--- src/rtl/mtq_pkg.sv ---
`timescale 1ns / 1ps

package mtq_pkg;

    localparam logic [2:0] FUNC_REGISTER   = 3'd0;
    localparam logic [2:0] FUNC_DELETE     = 3'd1;
    localparam logic [2:0] FUNC_ACTIVATE   = 3'd2;
    localparam logic [2:0] FUNC_DEACTIVATE = 3'd3;
    localparam logic [2:0] FUNC_TICK       = 3'd4;

    localparam logic [1:0] ST_OK          = 2'd0;
    localparam logic [1:0] ST_ALREADY_REG = 2'd1;
    localparam logic [1:0] ST_NOT_REG     = 2'd2;

    localparam logic [1:0] ACT_NONE = 2'd0;
    localparam logic [1:0] ACT_STOP = 2'd1;
    localparam logic [1:0] ACT_ARM  = 2'd2;

    localparam logic KIND_FIRED = 1'b0;
    localparam logic KIND_DONE  = 1'b1;

    typedef struct packed {
        logic [2:0]  func;
        logic [3:0]  id;
        logic        in_range;
        logic [63:0] expire;
        logic [63:0] now;
    } cmd_t;

endpackage

--- src/rtl/mtq_ram.sv ---
`timescale 1ns / 1ps

module mtq_ram #(
    parameter int WIDTH = 64,
    parameter int DEPTH = 16
) (
    input  logic                                   clk,
    input  logic                                   we,
    input  logic [((DEPTH > 1) ? $clog2(DEPTH) : 1)-1:0] waddr,
    input  logic [WIDTH-1:0]                       wdata,
    input  logic [((DEPTH > 1) ? $clog2(DEPTH) : 1)-1:0] raddr,
    output logic [WIDTH-1:0]                       rdata
);

    logic [WIDTH-1:0] mem_reg [DEPTH];
    logic [WIDTH-1:0] rdata_reg;

    always_ff @(posedge clk)
    begin
        if (we)
        begin
            mem_reg[waddr] <= wdata;
        end
        rdata_reg <= mem_reg[raddr];
    end

    assign rdata = rdata_reg;

endmodule

--- src/rtl/mtq_front.sv ---
`timescale 1ns / 1ps

module mtq_front
    import mtq_pkg::*;
#(
    parameter int NUM_SLOTS = 16
) (
    input  logic        clk,
    input  logic        rst_n,
    input  logic        start,
    input  logic [2:0]  func,
    input  logic [3:0]  timer_id,
    input  logic [63:0] expire_ns,
    input  logic [63:0] now_ns,
    output logic        busy,
    output logic        q_valid,
    output cmd_t        q_cmd,
    input  logic        q_pop
);

    cmd_t       ent_reg [2];
    logic       wr_ptr_reg;
    logic       rd_ptr_reg;
    logic [1:0] cnt_reg;
    logic       push;
    logic       pop;
    cmd_t       in_cmd;

    assign busy    = (cnt_reg == 2'd2);
    assign q_valid = (cnt_reg != 2'd0);
    assign q_cmd   = ent_reg[rd_ptr_reg];
    assign push    = start && !busy;
    assign pop     = q_pop && q_valid;

    always_comb
    begin
        in_cmd.func     = func;
        in_cmd.id       = timer_id;
        in_cmd.in_range = (32'(timer_id) < NUM_SLOTS);
        in_cmd.expire   = expire_ns;
        in_cmd.now      = now_ns;
    end

    always_ff @(posedge clk)
    begin
        if (push)
        begin
            ent_reg[wr_ptr_reg] <= in_cmd;
        end
    end

    always_ff @(posedge clk or negedge rst_n)
    begin
        if (!rst_n)
        begin
            wr_ptr_reg <= 1'b0;
            rd_ptr_reg <= 1'b0;
            cnt_reg    <= 2'd0;
        end
        else
        begin
            if (push)
            begin
                wr_ptr_reg <= !wr_ptr_reg;
            end
            if (pop)
            begin
                rd_ptr_reg <= !rd_ptr_reg;
            end
            if (push && !pop)
            begin
                cnt_reg <= cnt_reg + 2'd1;
            end
            else if (pop && !push)
            begin
                cnt_reg <= cnt_reg - 2'd1;
            end
        end
    end

endmodule

--- src/rtl/mtq_back.sv ---
`timescale 1ns / 1ps

module mtq_back
    import mtq_pkg::*;
#(
    parameter int NUM_SLOTS = 16
) (
    input  logic        clk,
    input  logic        rst_n,
    input  logic        q_valid,
    input  cmd_t        q_cmd,
    output logic        q_pop,
    output logic        valid,
    output logic        kind,
    output logic [3:0]  fired_id,
    output logic [1:0]  status,
    output logic [1:0]  host_action,
    output logic [63:0] host_delay_ns,
    output logic        last
);

    localparam int SW = (NUM_SLOTS > 1) ? $clog2(NUM_SLOTS) : 1;
    localparam int CW = $clog2(NUM_SLOTS + 1);

    localparam logic [1:0] S_IDLE = 2'd0;
    localparam logic [1:0] S_EXEC = 2'd1;
    localparam logic [1:0] S_SCAN = 2'd2;
    localparam logic [1:0] S_FIN  = 2'd3;

    logic [1:0]           state_reg, state_next;
    cmd_t                 cmd_reg, cmd_next;
    logic [NUM_SLOTS-1:0] used_reg, used_next;
    logic [NUM_SLOTS-1:0] pend_reg, pend_next;
    logic [CW-1:0]        iss_reg, iss_next;
    logic                 cmp_vld_reg, cmp_vld_next;
    logic [SW-1:0]        cmp_idx_reg, cmp_idx_next;
    logic                 best_vld_reg, best_vld_next;
    logic                 best_s_reg, best_s_next;
    logic [63:0]          best_d_reg, best_d_next;
    logic                 ex_vld_reg, ex_vld_next;
    logic [63:0]          ex_d_reg, ex_d_next;

    logic                 valid_reg, valid_next;
    logic                 kind_reg, kind_next;
    logic [3:0]           id_reg, id_next;
    logic [1:0]           status_reg, status_next;
    logic [1:0]           act_reg, act_next;
    logic [63:0]          delay_reg, delay_next;
    logic                 last_reg, last_next;

    logic                 ram_we;
    logic [SW-1:0]        ram_raddr;
    logic [63:0]          ram_rdata;
    logic [SW-1:0]        s;
    logic                 is_tick;
    logic                 excl;
    logic                 fire;
    logic                 cand;
    logic                 ex_cand;
    logic [1:0]           sel_act;
    logic [63:0]          sel_d;

    assign s       = SW'(cmd_reg.id);
    assign is_tick = (cmd_reg.func == FUNC_TICK);
    assign excl    = (cmd_reg.func == FUNC_DELETE) || (cmd_reg.func == FUNC_DEACTIVATE);

    mtq_ram #(
        .WIDTH (64),
        .DEPTH (NUM_SLOTS)
    ) u_deadline (
        .clk   (clk),
        .we    (ram_we),
        .waddr (s),
        .wdata (cmd_reg.expire),
        .raddr (ram_raddr),
        .rdata (ram_rdata)
    );

    always_comb
    begin
        state_next    = state_reg;
        cmd_next      = cmd_reg;
        used_next     = used_reg;
        pend_next     = pend_reg;
        iss_next      = iss_reg;
        cmp_vld_next  = 1'b0;
        cmp_idx_next  = cmp_idx_reg;
        best_vld_next = best_vld_reg;
        best_s_next   = best_s_reg;
        best_d_next   = best_d_reg;
        ex_vld_next   = ex_vld_reg;
        ex_d_next     = ex_d_reg;
        valid_next    = 1'b0;
        kind_next     = kind_reg;
        id_next       = id_reg;
        status_next   = status_reg;
        act_next      = act_reg;
        delay_next    = delay_reg;
        last_next     = last_reg;
        q_pop         = 1'b0;
        ram_we        = 1'b0;
        ram_raddr     = iss_reg[SW-1:0];
        fire          = 1'b0;
        cand          = 1'b0;
        ex_cand       = 1'b0;
        sel_act       = ACT_NONE;
        sel_d         = best_d_reg;

        unique case (state_reg)
            S_IDLE:
            begin
                if (q_valid)
                begin
                    q_pop      = 1'b1;
                    cmd_next   = q_cmd;
                    state_next = S_EXEC;
                end
            end

            S_EXEC:
            begin
                iss_next      = '0;
                best_vld_next = 1'b0;
                best_s_next   = 1'b0;
                ex_vld_next   = 1'b0;
                kind_next     = KIND_DONE;
                id_next       = cmd_reg.id;
                status_next   = ST_OK;
                act_next      = ACT_NONE;
                delay_next    = '0;
                last_next     = 1'b1;
                unique case (cmd_reg.func) inside
                    FUNC_REGISTER:
                    begin
                        valid_next = 1'b1;
                        state_next = S_IDLE;
                        if (!cmd_reg.in_range)
                        begin
                            status_next = ST_NOT_REG;
                        end
                        else if (used_reg[s])
                        begin
                            status_next = ST_ALREADY_REG;
                        end
                        else
                        begin
                            used_next[s] = 1'b1;
                            pend_next[s] = 1'b0;
                        end
                    end
                    FUNC_DELETE, FUNC_ACTIVATE, FUNC_DEACTIVATE:
                    begin
                        if (!(cmd_reg.in_range && used_reg[s]))
                        begin
                            status_next = ST_NOT_REG;
                            valid_next  = 1'b1;
                            state_next  = S_IDLE;
                        end
                        else
                        begin
                            if (cmd_reg.func == FUNC_ACTIVATE)
                            begin
                                ram_we       = 1'b1;
                                pend_next[s] = 1'b1;
                            end
                            state_next = S_SCAN;
                        end
                    end
                    FUNC_TICK:
                    begin
                        state_next = S_SCAN;
                    end
                    default:
                    begin
                        valid_next = 1'b1;
                        state_next = S_IDLE;
                    end
                endcase
            end

            S_SCAN:
            begin
                if (iss_reg < CW'(NUM_SLOTS))
                begin
                    cmp_vld_next = 1'b1;
                    cmp_idx_next = iss_reg[SW-1:0];
                    iss_next     = iss_reg + CW'(1);
                end
                if (cmp_vld_reg)
                begin
                    fire    = is_tick && pend_reg[cmp_idx_reg] && (ram_rdata <= cmd_reg.now);
                    cand    = pend_reg[cmp_idx_reg] && !fire;
                    ex_cand = cand && !(excl && (cmp_idx_reg == s));
                    if (cand && (!best_vld_reg || (ram_rdata < best_d_reg)))
                    begin
                        best_vld_next = 1'b1;
                        best_d_next   = ram_rdata;
                        best_s_next   = (cmp_idx_reg == s);
                    end
                    if (ex_cand && (!ex_vld_reg || (ram_rdata < ex_d_reg)))
                    begin
                        ex_vld_next = 1'b1;
                        ex_d_next   = ram_rdata;
                    end
                    if (fire)
                    begin
                        pend_next[cmp_idx_reg] = 1'b0;
                        valid_next  = 1'b1;
                        kind_next   = KIND_FIRED;
                        id_next     = 4'(cmp_idx_reg);
                        status_next = ST_OK;
                        act_next    = ACT_NONE;
                        delay_next  = '0;
                        last_next   = 1'b0;
                    end
                end
                else if (iss_reg == CW'(NUM_SLOTS))
                begin
                    state_next = S_FIN;
                end
            end

            S_FIN:
            begin
                if (excl)
                begin
                    if (best_vld_reg && best_s_reg)
                    begin
                        sel_act = ex_vld_reg ? ACT_ARM : ACT_STOP;
                        sel_d   = ex_d_reg;
                    end
                    pend_next[s] = 1'b0;
                    if (cmd_reg.func == FUNC_DELETE)
                    begin
                        used_next[s] = 1'b0;
                    end
                end
                else if (best_vld_reg)
                begin
                    sel_act = ACT_ARM;
                end
                valid_next  = 1'b1;
                kind_next   = KIND_DONE;
                id_next     = cmd_reg.id;
                status_next = ST_OK;
                act_next    = sel_act;
                last_next   = 1'b1;
                if ((sel_act == ACT_ARM) && (sel_d > cmd_reg.now))
                begin
                    delay_next = sel_d - cmd_reg.now;
                end
                else
                begin
                    delay_next = '0;
                end
                state_next = S_IDLE;
            end

            default:
            begin
                state_next = S_IDLE;
            end
        endcase
    end

    always_ff @(posedge clk)
    begin
        cmd_reg     <= cmd_next;
        cmp_idx_reg <= cmp_idx_next;
        best_s_reg  <= best_s_next;
        best_d_reg  <= best_d_next;
        ex_d_reg    <= ex_d_next;
        kind_reg    <= kind_next;
        id_reg      <= id_next;
        status_reg  <= status_next;
        act_reg     <= act_next;
        delay_reg   <= delay_next;
        last_reg    <= last_next;
    end

    always_ff @(posedge clk or negedge rst_n)
    begin
        if (!rst_n)
        begin
            state_reg    <= S_IDLE;
            used_reg     <= '0;
            pend_reg     <= '0;
            iss_reg      <= '0;
            cmp_vld_reg  <= 1'b0;
            best_vld_reg <= 1'b0;
            ex_vld_reg   <= 1'b0;
            valid_reg    <= 1'b0;
        end
        else
        begin
            state_reg    <= state_next;
            used_reg     <= used_next;
            pend_reg     <= pend_next;
            iss_reg      <= iss_next;
            cmp_vld_reg  <= cmp_vld_next;
            best_vld_reg <= best_vld_next;
            ex_vld_reg   <= ex_vld_next;
            valid_reg    <= valid_next;
        end
    end

    assign valid         = valid_reg;
    assign kind          = kind_reg;
    assign fired_id      = id_reg;
    assign status        = status_reg;
    assign host_action   = act_reg;
    assign host_delay_ns = delay_reg;
    assign last          = last_reg;

endmodule

--- src/rtl/multiplexed_timer_queue.sv ---
`timescale 1ns / 1ps

// channel   handshake             payload
// ------    ---------             -------
// command   start / busy          func, timer_id, expire_ns, now_ns
// result    valid (one cycle)     kind, fired_id, status, host_action,
//                                 host_delay_ns, last
//
// a two-entry command queue takes items while the engine works; busy is high when it is full.
// register, failed and unknown operations finish in the execute state; others scan every slot,
// bound by the single read port of the deadline memory, one slot per cycle.
// fired items leave during the scan, the completion (last) from the finish state after it.
// reset clears slot flags and the queue; the deadline memory is not reset, only pending
// slots use their deadlines.
// results are presented for one cycle and cannot be held off.

module multiplexed_timer_queue
    import mtq_pkg::*;
#(
    parameter int NUM_SLOTS = 16
) (
    input  logic        clk,
    input  logic        rst_n,
    input  logic        start,
    output logic        busy,
    input  logic [2:0]  func,
    input  logic [3:0]  timer_id,
    input  logic [63:0] expire_ns,
    input  logic [63:0] now_ns,
    output logic        valid,
    output logic        kind,
    output logic [3:0]  fired_id,
    output logic [1:0]  status,
    output logic [1:0]  host_action,
    output logic [63:0] host_delay_ns,
    output logic        last
);

    logic q_valid;
    logic q_pop;
    cmd_t q_cmd;

    mtq_front #(
        .NUM_SLOTS (NUM_SLOTS)
    ) u_front (
        .clk       (clk),
        .rst_n     (rst_n),
        .start     (start),
        .func      (func),
        .timer_id  (timer_id),
        .expire_ns (expire_ns),
        .now_ns    (now_ns),
        .busy      (busy),
        .q_valid   (q_valid),
        .q_cmd     (q_cmd),
        .q_pop     (q_pop)
    );

    mtq_back #(
        .NUM_SLOTS (NUM_SLOTS)
    ) u_back (
        .clk           (clk),
        .rst_n         (rst_n),
        .q_valid       (q_valid),
        .q_cmd         (q_cmd),
        .q_pop         (q_pop),
        .valid         (valid),
        .kind          (kind),
        .fired_id      (fired_id),
        .status        (status),
        .host_action   (host_action),
        .host_delay_ns (host_delay_ns),
        .last          (last)
    );

endmodule
--- config.mk ---
export PLATFORM = sky130hd
export DESIGN_NAME = multiplexed_timer_queue
export DESIGN_NICKNAME = d
export VERILOG_FILES = /design/src/rtl/mtq_pkg.sv /design/src/rtl/mtq_ram.sv /design/src/rtl/mtq_front.sv /design/src/rtl/mtq_back.sv /design/src/rtl/multiplexed_timer_queue.sv
export SDC_FILE = /design/constraint.sdc
export NUM_CORES = 2
export LEC_CHECK = 0
export ABC_CLOCK_PERIOD_IN_PS = 14600
export BUFFER_PORTS_ARGS = -buffer_cell sky130_fd_sc_hd__buf_2
export CORE_UTILIZATION = 45
export DETAILED_ROUTE_END_ITERATION = 8
export HOLD_SLACK_MARGIN = 0.12
export PLACE_DENSITY = 0.6
export REMOVE_ABC_BUFFERS = 1
export SYNTH_ARGS = -nofsm -noshare
export SYNTH_HDL_FRONTEND = slang
export SYNTH_HIERARCHICAL = 1
export SYNTH_SLANG_ARGS = --single-unit
--- constraint.sdc ---
create_clock -name clk -period 14.6 [get_ports clk]
set_input_delay 2.92 -clock clk [delete_from_list [all_inputs] [get_ports clk]]
set_output_delay 2.92 -clock clk [all_outputs]
set_load 0.01 [all_outputs]
==> results.md <==
- Worst Hold Class: reg2reg
- Crit start category: flop
- Yosys cell types: 76
- Drt via density: between 5 and 6
- Post-route DRC: 0
- Worst-case reg-to-reg path depth: 14
- Die W: ~400 um
- Min cycle time layout: about 5.7 ns
- WL final: 171000 um
- First-pass GRT wire length: 252000 um
- Pwr per Cell Area: between 150 and 200 mW/mm2
- Pin count of the biggest net entering global routing: approximately 130
- Reg-to-Reg End: u_back/host_delay_ns[61]
- Worst Hold Endpoint: u_front/cnt_reg[1]
- Synthesis-stage register bit count: around 1700
- Max Clk Rate: about 180 MHz
- PortBufs: approximately 210
- Post-DP HPWL: 105000 um
- Top-area cell type share of the netlist area: between 60% and 70%
- VDD IR-drop max: approximately 0.14 mV
- Max-Slew Margin vs Limit: 19.1%
- Overflow left after global routing: 0
- Max cap viols: 0
- Post-synth EDFFs: 1636
- Fin nets: 4906
- Routed len/inst: around 25 um
- Max H-tree Level: 4
- Core ar.: between 0.15 and 0.2 mm2
- GR peak layer: met2
- Mapped Area: roughly 0.073 mm2
- RSZ-0062 raised after global routing: no
- Final instance area: approximately 0.082 mm2
- Min-delay src: u_front/cnt_reg[1]
- Vias in the first global route: just under 40000
- CTS hold repair buffers: 0
- Asr flop ratio synth: under 10%
- Status: finished, final reports clean
- Area leader, netlist: edfxtp_1
- Die H: 403 um
- Post-Syn Instances: approximately 4200
- Final hold viol count: 0
- Critical Path Sink Type: flop
- CTS root buf: clkbuf_16
- Top-count cell post-synth: edfxtp_1
- Max stage delay cell, worst path: a311oi_1
- M1 GR Usage: about 30%
- Post-synth top flop: edfxtp_1
- WP data arrival: around 6.3 ns
- Placed Area: roughly 0.076 mm2
- Max reg flops: between 1000 and 1500
- Initial antenna violation count: 10
- Layout area overhead: 13.1%
- Met3 Use GR: ~3%
- Syn Area/Cell: 17.2 um2
- Max Clock Skew: about 0.028 ns
- CP required: between 15 and 20 ns
- Iteration-0 DRC Markers: around 3700
- Worst path cell trace: nand4b_1, buf_12, nand2_1, o21ai_0, ha_1, nand4_1, nor2_1, nand4_1, a311oi_1, o31ai_1, nand2_1, a21oi_4, buf_4, a2111oi_0
- Seq/Total Area, Yosys: a little under three quarters
- Clock Latency Late Sink: roughly 0.80 ns
- Worst-path maximum fanout: about 130
- Pre-antenna DRT Iters: 5
- Setup tns final: 0 ns
- TritonCTS clock tree: yes
- Post-CTS setup buffer count: 0
- Share of layout cells above drive strength 1: 21.4%
- Post-cts resize count: 0
- Die ar.: approximately 0.16 mm2
- Slew of the pin with the lowest slew margin: around 1.2 ns
- Detail Route Antenna Nets: 0
- Clk slew on worst S/H paths: ~0.060 ns
- Met2 usage: 33.5%
- YS warnings: 6
- Clk sinks: 1747
- Max incr delay on CP: 1.01 ns
- Hold depth: 1
- CTS Buffer Depth: 3
- Slew Limit Fails: 0
- Worst flop-to-flop path startpoint: u_back/cmd_reg[135]
- GPL Wtd Cong: 0.961
- Final Cycle Share: 39.0%
- FF-to-FF setup slack: roughly 9 ns
- Static leakage: around 29 nW
- IO Pins: between 200 and 250
- Inserted Clock Buffers: roughly 180
- Initial Util: 45.6%
- Vias: just under 40000
- Rows: roughly 150
- Setup Viol. Count Final: 0
- Worst setup path class: reg2reg
- Synth top area cells: edfxtp_1, mux4_2, ha_1
- Top post-synthesis cells by count: edfxtp_1, mux4_2, ha_1
- Total track usage: a little over a fifth
[worst max-delay path, delay by kind of cell, from the launching register on]
family / cells / cell delay [ns]
AND/OR/NAND/NOR: 6 / 1.91
AO/OA/AOI/OAI: 5 / 1.88
flip-flops: 1 / 0.50
buffers and inverters: 2 / 0.55
adder cells (fa/ha/maj): 1 / 0.49
[cell usage in the layout (no fill, tap or decap), drive strengths merged, types with 17 or more instances in the layout]
cell type,synthesis,routed
inv,221,228
ha,257,257
o21a,23,23
buf,78,278
dfrtp,47,47
o21ai,168,168
nand2,239,239
xnor2,33,33
nor4,23,23
nand4,64,64
edfxtp,1636,1636
nor2b,17,17
a21o,61,61
o21bai,17,17
clkbuf,95,229
clkinv,0,73
mux2,138,138
nor2,129,129
nand3,32,32
a21oi,149,149
mux4,266,266
a41oi,17,17
a22oi,163,163
nand2b,35,35
nor3,50,50
dfxtp,64,64
[how the worst max path moves through the flow]
stage                        start                        to  slack, ns
2_1_floorplan  u_back/state_reg[0]        u_front/cnt_reg[1]       1.87
3_3_place_gp   u_back/cmd_reg[133]  u_back/host_delay_ns[61]       8.98
3_5_place_dp   u_back/cmd_reg[133]  u_back/host_delay_ns[61]       8.94
4_1_cts        u_back/cmd_reg[133]  u_back/host_delay_ns[61]       8.91
5_1_grt        u_back/cmd_reg[133]  u_back/host_delay_ns[61]       8.59
6_report       u_back/cmd_reg[135]  u_back/host_delay_ns[61]       8.90
[stage by stage]
stage | setup slack (ns) | util [%] | power (mW) | std cells | hold slack, ns
after CTS | 8.91 | 51.5 | 15.3 | 6806 | 0.493
after floorplan | 1.87 | - | 9.85 | 4051 | 0.439
after detailed placement | 8.94 | 47.9 | 10.8 | 6475 | 0.479
after global placement | 8.98 | 47.9 | 10.7 | 6475 | 0.484
after global routing | 8.59 | 51.5 | 15.9 | 6806 | 0.516
final | 8.90 | 51.5 | 15.2 | 6807 | 0.488
[cells by family after synthesis]
kind of cell	share of synthesized area, %
compound gates	6.53
xor+xnor	0.580
fa+ha+maj	4.46
buf+inv	2.36
flops	71.1
mux	10.7
other cells	0.00517
simple gates	4.27
[power breakdown]
part | total, mW | internal (mW) | switching [mW] | leakage, nW
registers | 7.32 | 6.66 | 0.657 | 16.0
logic | 3.34 | 1.32 | 2.02 | 9.66
clock network | 4.53 | 2.63 | 1.90 | 2.86
total | 15.2 | 10.6 | 4.58 | 28.6
[routing by layer]
| metal | part of all wire, % | wire (um) |
|---|---|---|
| met5 | 0 | 0 |
| met4 | 2.6 | 4390 |
| met3 | 5.2 | 8860 |
| met2 | 47 | 80900 |
| met1 | 45 | 77000 |
[cell type report]
class,count,area [um2]
Fill cell,12931,77100
Sequential cell,1747,51600
Multi-Input combinational cell,2083,19400
Clock buffer,229,4830
Tap cell,2146,2690
Timing Repair Buffer,278,1590
Clock inverter,102,1030
Inverter,221,830
Antenna cell,1,2.50
Power figures use the tool's default switching activity.
